### src/sv/spq_pkg.sv
// Shared types and codes for the stable priority ready queue.
// No dependencies; used by spq_cell and stable_priority_ready_queue_top.
`default_nettype none
package spq_pkg;

  typedef enum logic [1:0] {
    OP_ENQUEUE = 2'd0,
    OP_TAKE    = 2'd1,
    OP_REMOVE  = 2'd2,
    OP_FIND    = 2'd3
  } op_t;

  typedef enum logic [1:0] {
    STS_OK        = 2'd0,
    STS_EMPTY     = 2'd1,
    STS_NOT_FOUND = 2'd2,
    STS_FULL      = 2'd3
  } status_t;

  typedef enum logic [2:0] {
    CMD_HOLD,
    CMD_INSERT,
    CMD_POP,
    CMD_START,
    CMD_STEP,
    CMD_REMOVE,
    CMD_CLEAR
  } cmd_t;

  typedef enum logic {
    ST_IDLE,
    ST_SEARCH
  } state_t;

  // Broadcast to every cell.
  typedef struct packed {
    cmd_t       cmd;
    logic [7:0] id;
    logic [7:0] prio;
  } cell_ctl_t;

  // What a cell shows its neighbors.
  typedef struct packed {
    logic       head;   // only the virtual slot ahead of cell 0
    logic       valid;
    logic [7:0] id;
    logic [7:0] prio;
    logic       le;     // valid and prio <= request priority
    logic       tok;    // search token moving on to the next cell
  } cell_link_t;

  // Per-cell status, reduced in the top level.
  typedef struct packed {
    logic       hit;
    logic       miss;
    logic [7:0] id;     // zero unless hit
    logic [7:0] prio;   // zero unless hit
  } cell_stat_t;

  localparam cell_link_t LINK_HEAD = '{head: 1'b1, valid: 1'b0, id: 8'd0, prio: 8'd0,
                                       le: 1'b1, tok: 1'b0};
  localparam cell_link_t LINK_NONE = '0;

endpackage
`default_nettype wire

### src/sv/spq_cell.sv
// One slot of the sorted queue: entry, valid, search token and visited mark.
// Depends on spq_pkg.
`default_nettype none
module spq_cell (
  input  wire logic                clk,
  input  wire logic                rst_n,
  input  wire spq_pkg::cell_ctl_t  ctl,
  input  wire spq_pkg::cell_link_t left_i,
  input  wire spq_pkg::cell_link_t right_i,
  output spq_pkg::cell_link_t      link_o,
  output spq_pkg::cell_stat_t      stat_o
);

  logic [7:0] id_r, id_nxt;
  logic [7:0] prio_r, prio_nxt;
  logic       valid_r, valid_nxt;
  logic       tok_r, tok_nxt;
  logic       visited_r, visited_nxt;
  logic       hit, le;

  assign hit = tok_r & valid_r & (id_r == ctl.id);
  assign le  = valid_r & (prio_r <= ctl.prio);

  always_comb begin
    link_o.head  = 1'b0;
    link_o.valid = valid_r;
    link_o.id    = id_r;
    link_o.prio  = prio_r;
    link_o.le    = le;
    link_o.tok   = tok_r & valid_r & ~hit;
    stat_o.hit   = hit;
    stat_o.miss  = tok_r & ~valid_r;
    stat_o.id    = hit ? id_r : 8'd0;
    stat_o.prio  = hit ? prio_r : 8'd0;
  end

  always_comb begin
    id_nxt      = id_r;
    prio_nxt    = prio_r;
    valid_nxt   = valid_r;
    tok_nxt     = tok_r;
    visited_nxt = visited_r;
    case (ctl.cmd)
      spq_pkg::CMD_INSERT: begin
        if (!le) begin
          if (left_i.head || left_i.le) begin
            id_nxt    = ctl.id;
            prio_nxt  = ctl.prio;
            valid_nxt = 1'b1;
          end else begin
            id_nxt    = left_i.id;
            prio_nxt  = left_i.prio;
            valid_nxt = left_i.valid;
          end
        end
      end
      spq_pkg::CMD_POP: begin
        id_nxt    = right_i.id;
        prio_nxt  = right_i.prio;
        valid_nxt = right_i.valid;
      end
      spq_pkg::CMD_START: begin
        tok_nxt     = left_i.head;
        visited_nxt = 1'b0;
      end
      spq_pkg::CMD_STEP: begin
        tok_nxt     = left_i.tok;
        visited_nxt = visited_r | tok_r;
      end
      spq_pkg::CMD_REMOVE: begin
        // slots ahead of the hit keep their entry, the rest close the gap
        if (!visited_r) begin
          id_nxt    = right_i.id;
          prio_nxt  = right_i.prio;
          valid_nxt = right_i.valid;
        end
        tok_nxt     = 1'b0;
        visited_nxt = 1'b0;
      end
      spq_pkg::CMD_CLEAR: begin
        tok_nxt     = 1'b0;
        visited_nxt = 1'b0;
      end
      default: ;
    endcase
  end

  always_ff @(posedge clk) begin
    id_r   <= id_nxt;
    prio_r <= prio_nxt;
    if (!rst_n) begin
      valid_r   <= 1'b0;
      tok_r     <= 1'b0;
      visited_r <= 1'b0;
    end else begin
      valid_r   <= valid_nxt;
      tok_r     <= tok_nxt;
      visited_r <= visited_nxt;
    end
  end

endmodule
`default_nettype wire

### src/sv/stable_priority_ready_queue_top.sv
// Top level of the stable priority ready queue: a row of spq_cell slots,
// the sequencer for remove/find searches, occupancy count and output register.
// Depends on spq_pkg and spq_cell.
//
//  channel  | ports                                          | flow control
//  ---------+------------------------------------------------+---------------------
//  input    | in_operation, in_thread_id, in_priority_req    | in_valid / in_stall
//  result   | out_status, out_result_id, out_result_priority, | out_valid / out_stall
//           | out_occupancy                                   |
//
// Enqueue and take head settle in the cell row at the accepting edge; their result
// beat is registered at that same edge, so these sustain one beat per cycle while
// the output is not stalled. Remove and find pass a search token down the row one
// cell per cycle while the output is not stalled; a match, or a miss where the
// token reaches an empty slot or drops off the last slot of a full queue, is loaded
// into the output register, and the next input beat is accepted at the earliest
// once the sequencer is back in idle.
// Reset (rst_n low, synchronous) clears the valid bits, tokens, count and
// output valid; no sweep follows. out_stall freezes the search token while a
// result waits, and the input is stalled while a search runs or the output is full.

`default_nettype none
module stable_priority_ready_queue_top #(
  parameter int QUEUE_DEPTH = 16
) (
  input  wire logic       clk,
  input  wire logic       rst_n,
  input  wire logic       in_valid,
  output logic            in_stall,
  input  wire logic [1:0] in_operation,
  input  wire logic [7:0] in_thread_id,
  input  wire logic [7:0] in_priority_req,
  output logic            out_valid,
  input  wire logic       out_stall,
  output logic [1:0]      out_status,
  output logic [7:0]      out_result_id,
  output logic [7:0]      out_result_priority,
  output logic [4:0]      out_occupancy
);

  localparam int CW = $clog2(QUEUE_DEPTH + 1);

  spq_pkg::cell_ctl_t  ctl;
  spq_pkg::cell_link_t link  [QUEUE_DEPTH];
  spq_pkg::cell_link_t left  [QUEUE_DEPTH];
  spq_pkg::cell_link_t right [QUEUE_DEPTH];
  spq_pkg::cell_stat_t stat  [QUEUE_DEPTH];

  spq_pkg::state_t state_r, state_nxt;
  spq_pkg::op_t    in_op;
  logic            search_rm_r, search_rm_nxt;
  logic [7:0]      search_id_r, search_id_nxt;
  logic [CW-1:0]   count_r, count_nxt;

  logic            out_valid_r, out_valid_nxt;
  logic [1:0]      out_status_r, out_status_nxt;
  logic [7:0]      out_id_r, out_id_nxt;
  logic [7:0]      out_prio_r, out_prio_nxt;
  logic [4:0]      out_occ_r, out_occ_nxt;

  logic            out_free, accept, full, empty;
  logic            any_hit, any_miss;
  logic [7:0]      hit_id, hit_prio;

  assign in_op    = spq_pkg::op_t'(in_operation);
  assign out_free = !out_valid_r || !out_stall;
  assign accept   = in_valid && !in_stall;
  assign full     = (count_r == CW'(QUEUE_DEPTH));
  assign empty    = (count_r == '0);

  // cell row; slot 0 is the head
  for (genvar i = 0; i < QUEUE_DEPTH; i++) begin : g_cell
    if (i == 0) begin : g_first
      assign left[i] = spq_pkg::LINK_HEAD;
    end else begin : g_mid_l
      assign left[i] = link[i-1];
    end
    if (i == QUEUE_DEPTH - 1) begin : g_last
      assign right[i] = spq_pkg::LINK_NONE;
    end else begin : g_mid_r
      assign right[i] = link[i+1];
    end
    spq_cell u_cell (
      .clk     (clk),
      .rst_n   (rst_n),
      .ctl     (ctl),
      .left_i  (left[i]),
      .right_i (right[i]),
      .link_o  (link[i]),
      .stat_o  (stat[i])
    );
  end

  // at most one cell hits; a token leaving the last slot is a miss too
  always_comb begin
    any_hit  = 1'b0;
    any_miss = link[QUEUE_DEPTH-1].tok;
    hit_id   = 8'd0;
    hit_prio = 8'd0;
    for (int i = 0; i < QUEUE_DEPTH; i++) begin
      any_hit  = any_hit | stat[i].hit;
      any_miss = any_miss | stat[i].miss;
      hit_id   = hit_id | stat[i].id;
      hit_prio = hit_prio | stat[i].prio;
    end
  end

  // next state
  always_comb begin
    state_nxt = state_r;
    case (state_r)
      spq_pkg::ST_IDLE: begin
        if (accept && (in_op inside {spq_pkg::OP_REMOVE, spq_pkg::OP_FIND})) begin
          state_nxt = spq_pkg::ST_SEARCH;
        end
      end
      spq_pkg::ST_SEARCH: begin
        if (out_free && (any_hit || any_miss)) begin
          state_nxt = spq_pkg::ST_IDLE;
        end
      end
      default: state_nxt = spq_pkg::ST_IDLE;
    endcase
  end

  // outputs of the sequencer: cell command, result load, count update
  always_comb begin
    in_stall       = 1'b1;
    ctl.cmd        = spq_pkg::CMD_HOLD;
    ctl.id         = in_thread_id;
    ctl.prio       = in_priority_req;
    search_rm_nxt  = search_rm_r;
    search_id_nxt  = search_id_r;
    count_nxt      = count_r;
    out_valid_nxt  = out_valid_r && out_stall;
    out_status_nxt = out_status_r;
    out_id_nxt     = out_id_r;
    out_prio_nxt   = out_prio_r;
    out_occ_nxt    = out_occ_r;
    case (state_r)
      spq_pkg::ST_IDLE: begin
        in_stall = !out_free;
        if (accept) begin
          case (in_op)
            spq_pkg::OP_ENQUEUE: begin
              out_valid_nxt = 1'b1;
              if (full) begin
                out_status_nxt = spq_pkg::STS_FULL;
                out_id_nxt     = 8'd0;
                out_prio_nxt   = 8'd0;
                out_occ_nxt    = 5'(count_r);
              end else begin
                ctl.cmd        = spq_pkg::CMD_INSERT;
                count_nxt      = count_r + CW'(1);
                out_status_nxt = spq_pkg::STS_OK;
                out_id_nxt     = in_thread_id;
                out_prio_nxt   = in_priority_req;
                out_occ_nxt    = 5'(count_r + CW'(1));
              end
            end
            spq_pkg::OP_TAKE: begin
              out_valid_nxt = 1'b1;
              if (empty) begin
                out_status_nxt = spq_pkg::STS_EMPTY;
                out_id_nxt     = 8'd0;
                out_prio_nxt   = 8'd0;
                out_occ_nxt    = 5'(count_r);
              end else begin
                ctl.cmd        = spq_pkg::CMD_POP;
                count_nxt      = count_r - CW'(1);
                out_status_nxt = spq_pkg::STS_OK;
                out_id_nxt     = link[0].id;
                out_prio_nxt   = link[0].prio;
                out_occ_nxt    = 5'(count_r - CW'(1));
              end
            end
            default: begin
              ctl.cmd       = spq_pkg::CMD_START;
              search_rm_nxt = (in_op == spq_pkg::OP_REMOVE);
              search_id_nxt = in_thread_id;
            end
          endcase
        end
      end
      spq_pkg::ST_SEARCH: begin
        ctl.id = search_id_r;
        if (out_free) begin
          if (any_hit) begin
            out_valid_nxt  = 1'b1;
            out_status_nxt = spq_pkg::STS_OK;
            out_id_nxt     = hit_id;
            out_prio_nxt   = hit_prio;
            if (search_rm_r) begin
              ctl.cmd     = spq_pkg::CMD_REMOVE;
              count_nxt   = count_r - CW'(1);
              out_occ_nxt = 5'(count_r - CW'(1));
            end else begin
              ctl.cmd     = spq_pkg::CMD_CLEAR;
              out_occ_nxt = 5'(count_r);
            end
          end else if (any_miss) begin
            ctl.cmd        = spq_pkg::CMD_CLEAR;
            out_valid_nxt  = 1'b1;
            out_status_nxt = spq_pkg::STS_NOT_FOUND;
            out_id_nxt     = 8'd0;
            out_prio_nxt   = 8'd0;
            out_occ_nxt    = 5'(count_r);
          end else begin
            ctl.cmd = spq_pkg::CMD_STEP;
          end
        end
      end
      default: ;
    endcase
  end

  always_ff @(posedge clk) begin
    search_rm_r  <= search_rm_nxt;
    search_id_r  <= search_id_nxt;
    out_status_r <= out_status_nxt;
    out_id_r     <= out_id_nxt;
    out_prio_r   <= out_prio_nxt;
    out_occ_r    <= out_occ_nxt;
    if (!rst_n) begin
      state_r     <= spq_pkg::ST_IDLE;
      count_r     <= '0;
      out_valid_r <= 1'b0;
    end else begin
      state_r     <= state_nxt;
      count_r     <= count_nxt;
      out_valid_r <= out_valid_nxt;
    end
  end

  assign out_valid           = out_valid_r;
  assign out_status          = out_status_r;
  assign out_result_id       = out_id_r;
  assign out_result_priority = out_prio_r;
  assign out_occupancy       = out_occ_r;

endmodule
`default_nettype wire

### config.mk
export PLATFORM = sky130hd
export DESIGN_NAME = stable_priority_ready_queue_top
export DESIGN_NICKNAME = d
export VERILOG_FILES = /design/src/sv/spq_pkg.sv /design/src/sv/spq_cell.sv /design/src/sv/stable_priority_ready_queue_top.sv
export SDC_FILE = /design/constraint.sdc
export NUM_CORES = 1
export LEC_CHECK = 0
export BUFFER_PORTS_ARGS = -buffer_cell sky130_fd_sc_hd__buf_2
export CAP_MARGIN = 0
export CORE_ASPECT_RATIO = 1.25
export CORE_MARGIN = 3
export CORE_UTILIZATION = 44
export DETAILED_ROUTE_END_ITERATION = 8
export HOLD_SLACK_MARGIN = 0.15
export PLACE_DENSITY = 0.67
export REMOVE_ABC_BUFFERS = 1
export SYNTH_ARGS = -nofsm -noshare
export SYNTH_HDL_FRONTEND = slang
export SYNTH_SLANG_ARGS = --single-unit
export TNS_END_PERCENT = 100
### constraint.sdc
create_clock -name clk -period 4.35 [get_ports clk]
set_input_delay 0.6525 -clock clk [delete_from_list [all_inputs] [get_ports clk]]
set_output_delay 0.6525 -clock clk [all_outputs]
set_load 0.01 [all_outputs]
==> results list <==
- The run finished with clean final reports.
- Number of buffers inserted during clock tree synthesis: 40
- The worst pin sits at a relative slew slack of 0.392.
* Startpoint Class: flop
- Final setup violation count: 0
- Vias post-DR: 20800
* Final weighted congestion of routability-driven global placement: 1.00
* Antenna cells: 0
* Capturing element type of the critical path: flop
- Critical R2R Launch: state_r
- Worst Path Required: 4.66 ns
- The number of hold-slack violations in the final timing report is 0.
- Post_cts resized: 0
- Dividing total power by cell area gives a power density of 349 mW/mm^2.
* Number of buffers on the longest clock path: 3
* Pin count of the biggest net entering global routing: 97
* Overall routing resource usage: 0.326
- The clock net in this run drives a total of 343 sinks.
* Longest individual stage delay on the worst path: 0.62 ns
- DIE HEIGHT: 261 microns
- In this run, distinct cell masters in the synthesized netlist total 64.
- Minimum period implied by the final worst setup slack: 4.24 ns
- After detailed routing, the average wire length per cell comes to 28.5 microns.
- Synth Register Bits: 343
- I/O pin cnt: 47
- Clock skew on the completed layout was measured at 0.0287 ns.
- Worst path depth: 14
* Max H-tree Level: 2
- Post-Route WL: 91200 microns
- Setup slack on the worst reg-to-reg path comes out at 0.11 ns.
- Counting both buffers and inverters, the worst setup path holds a total of 4.
- Antenna violations before repair: 2
- The total count of max-transition violations in the final report was 0.
- Synthesized instance count: 2414
- The path class of the tightest hold or removal check is primary input to flop.
- Sequential share of the synthesized area: 0.426
* DRT antenna net count: 0
- Hold wc startpoint: in_thread_id[2]
- After filler insertion, the fill cell instance count of the layout stands at 4603.
- RSZ-0062 raised after global routing: no
* Global-route wire length before repair: 132000 microns
- Broken down by cell family, the worst path's largest delay share belongs to simple AND/OR/NAND/NOR gates.
* Vias in the first global route: 20200
* Fraction of registers with async set or reset after synthesis: 0
* Share of final-layout standard cells stronger than drive strength 1: 0.143
* Synthesized area: 0.0229 sq mm
* Leftover overflow at the end of global routing: 0
* Highest fanout seen on the critical path: 19
- Number of enable flip-flop cells after synthesis: 288
- Latest clock arrival within the worst-skew pair: 0.59 ns
* Register-to-Register Path Depth: 14
- Buffers inserted to repair hold after CTS numbered 0.
- Standard-cell row count: 92
- Half-perimeter wire length after placement: 66300 microns
* Ys Warns: 0
- Floorplan die area: 0.0548 sq mm
* Width of the chip: 210 microns
* Crit Reg-Reg Endpoint: out_result_priority[5]
- Most used cell along the critical path: sky130_fd_sc_hd__buf_4
- Before antenna repair, the detailed router went through 8 iterations.
- Number of nets in the final layout: 2666
- Register clock-pin slew on the reported worst setup and hold paths: 0.06 ns
- Cells along the critical path: buf_4 -> mux2i_4 -> buf_4 -> xnor2_1 -> nor4_1 -> nand2_1 -> nor2_2 -> nor4b_4 -> buf_4 -> and2_1 -> nand2b_1 -> buf_4 -> a31oi_1 -> a221o_1
- In this run the post-CTS setup repair buffer count came out at 0.
* Synthesized area per cell: 9.49 sq um
* Critical path class: flop to flop
* Area growth from synthesis to layout: 15.2%
- Data on the critical path arrives at its endpoint at 4.55 ns.
- Following the worst setup path forward leads to its endpoint at out_result_priority[5].
- Reported max-cap violation count: 0
* Maximum frequency from static timing analysis: 236 MHz
- DRC violations left: 0
- For this configuration, the core starts out at a cell density of 0.449.
* Crit path launch: state_r
- Share of the cycle needed by the critical path after routing: 0.974
* Actual slew at the worst max-slew pin: 0.910 ns
* Worst hold slack: 0.310 ns
- Initial DRC count: 2578
- In this run the standard cell core region covers 0.0510 sq mm.
* Crit path max-delay cell type: sky130_fd_sc_hd__dfxtp_2
* Utilization after layout: 0.517
* Average vias per placed instance: 6.48
- Worst vdd rail ir drop: 291 uV
- Final Total Pwr: 0.00919 W
* Post-synth top flop: sky130_fd_sc_hd__edfxtp_1
- In this run the clock root is driven by a sky130_fd_sc_hd__clkbuf_16.
- Input and output buffers added on the ports amount to 46.
* LEAKAGE: 9.51 nW
- TritonCTS built the clock tree.
cells in the mapped netlist, types with 10 or more instances:
master / instances / area share
sky130_fd_sc_hd__a221oi_1: 43 / 0.016
sky130_fd_sc_hd__mux2i_1: 156 / 0.068
sky130_fd_sc_hd__a22o_1: 34 / 0.013
sky130_fd_sc_hd__nor2_1: 102 / 0.017
sky130_fd_sc_hd__nor4_1: 11 / 0.0030
sky130_fd_sc_hd__a21o_1: 33 / 0.011
sky130_fd_sc_hd__nand2b_1: 18 / 0.0049
sky130_fd_sc_hd__a31oi_1: 14 / 0.0038
sky130_fd_sc_hd__o21ai_0: 354 / 0.077
sky130_fd_sc_hd__o21a_1: 16 / 0.0052
sky130_fd_sc_hd__clkbuf_1: 105 / 0.017
sky130_fd_sc_hd__ha_1: 130 / 0.071
sky130_fd_sc_hd__a21oi_1: 119 / 0.026
sky130_fd_sc_hd__nor3_1: 27 / 0.0059
sky130_fd_sc_hd__nand3_1: 62 / 0.014
sky130_fd_sc_hd__nand4_1: 33 / 0.0090
sky130_fd_sc_hd__buf_2: 38 / 0.0083
sky130_fd_sc_hd__nand2_1: 378 / 0.062
sky130_fd_sc_hd__inv_1: 45 / 0.0074
sky130_fd_sc_hd__dfxtp_1: 55 / 0.048
sky130_fd_sc_hd__a22oi_1: 77 / 0.025
sky130_fd_sc_hd__xnor2_1: 132 / 0.050
sky130_fd_sc_hd__nor2b_1: 18 / 0.0049
sky130_fd_sc_hd__edfxtp_1: 288 / 0.38
sky130_fd_sc_hd__a211oi_1: 11 / 0.0036
sky130_fd_sc_hd__o22ai_1: 10 / 0.0027
worst min-delay path by stage:
stage	cells after the start	endpoint	slack (ns)
final	1	search_id_r[2]	0.31
after global routing	1	search_id_r[2]	0.31
after CTS	1	search_id_r[2]	0.30
after detailed placement	2	g_cell[9].u_cell.visited_r	0.47
after global placement	2	g_cell[14].u_cell.visited_r	0.46
after floorplan	2	g_cell[14].u_cell.visited_r	0.45
worst reg2reg max path: stages, from the launching register on:
cell	delay, ns
sky130_fd_sc_hd__dfxtp_2	0.62
sky130_fd_sc_hd__buf_4	0.25
sky130_fd_sc_hd__mux2i_4	0.48
sky130_fd_sc_hd__buf_4	0.22
sky130_fd_sc_hd__xnor2_1	0.31
sky130_fd_sc_hd__nor4_1	0.14
sky130_fd_sc_hd__nand2_1	0.15
sky130_fd_sc_hd__nor2_2	0.07
sky130_fd_sc_hd__nor4b_4	0.33
sky130_fd_sc_hd__buf_4	0.17
sky130_fd_sc_hd__and2_1	0.32
sky130_fd_sc_hd__nand2b_1	0.16
sky130_fd_sc_hd__buf_4	0.32
sky130_fd_sc_hd__a31oi_1	0.10
sky130_fd_sc_hd__a221o_1	0.31
per-stage QoR:
stage               instance area, sq um  instances  worst slack [ns]  setup TNS, ns
floorplan                          22200       2255             -8.03       -2689.61
global placement                   25100       3130            0.0487              0
detailed placement                 25100       3130           -0.0266         -0.391
CTS                                26400       3204            0.0160              0
global route                       26400       3204            0.0734              0
finish                             26400       3204             0.113              0
kinds of logic (layout without fill, tap and decap cells):
kind of cell             after synthesis  count (layout)  synth area share
AO/OA/AOI/OAI                        745             745             0.199
XOR/XNOR                             135             135            0.0516
adder cells (fa/ha/maj)              130             130            0.0710
buffers and inverters                205             337            0.0395
flip-flops                           343             343             0.426
multiplexers                         174             174            0.0813
AND/OR/NAND/NOR                      682             682             0.132
metal layers:
metal / vias to the layer above / part of all wire / global-route usage
li1: 9147 / - / -
met1: 9816 / 0.34 / 0.375
met2: 1373 / 0.46 / 0.531
met3: 432 / 0.10 / 0.0712
met4: 0 / 0.096 / 0.252
met5: - / 0 / 0.00619
cells in the final DEF, fill, tap and decap left out, types with 36 or more instances in the layout:
cell type,instances
sky130_fd_sc_hd__nand3_1,62
sky130_fd_sc_hd__dfxtp_1,54
sky130_fd_sc_hd__ha_1,130
sky130_fd_sc_hd__a221oi_1,36
sky130_fd_sc_hd__o21ai_0,354
sky130_fd_sc_hd__buf_4,145
sky130_fd_sc_hd__a22oi_1,77
sky130_fd_sc_hd__a21oi_1,109
sky130_fd_sc_hd__xnor2_1,132
sky130_fd_sc_hd__clkbuf_16,42
sky130_fd_sc_hd__buf_2,46
sky130_fd_sc_hd__inv_1,45
sky130_fd_sc_hd__nand2_1,378
sky130_fd_sc_hd__nor2_1,100
sky130_fd_sc_hd__mux2i_1,156
sky130_fd_sc_hd__edfxtp_1,288
layout make-up:
type | instances | area (sq um) | share of cell area
Clock inverter | 24 | 171 | 0.00650
Timing Repair Buffer | 217 | 1840 | 0.0697
Clock buffer | 50 | 1110 | 0.0421
Tap cell | 658 | 823 | 0.0312
Sequential cell | 343 | 9750 | 0.370
Inverter | 46 | 173 | 0.00655
Multi-Input combinational cell | 1866 | 12500 | 0.474
registers in the layout (all words and copies together) (netlist names), 2 cells and up:
signal and flops:
out_result_priority 8, count_r 5, g_cell.u_cell.tok_r 16, g_cell.u_cell.id_r 128, out_occupancy 5, out_status 2, search_id_r 8, g_cell.u_cell.visited_r 16
g_cell.u_cell.valid_r 16, g_cell.u_cell.prio_r 128, out_result_id 8
power breakdown:
part           internal (W)  switching [W]  total, W  leakage [nW]
sequential          0.00384       0.000290   0.00413          3.10
combinational      0.000665        0.00103   0.00170          5.78
clock               0.00188        0.00149   0.00337         0.625
Power figures use the tool's default switching activity.
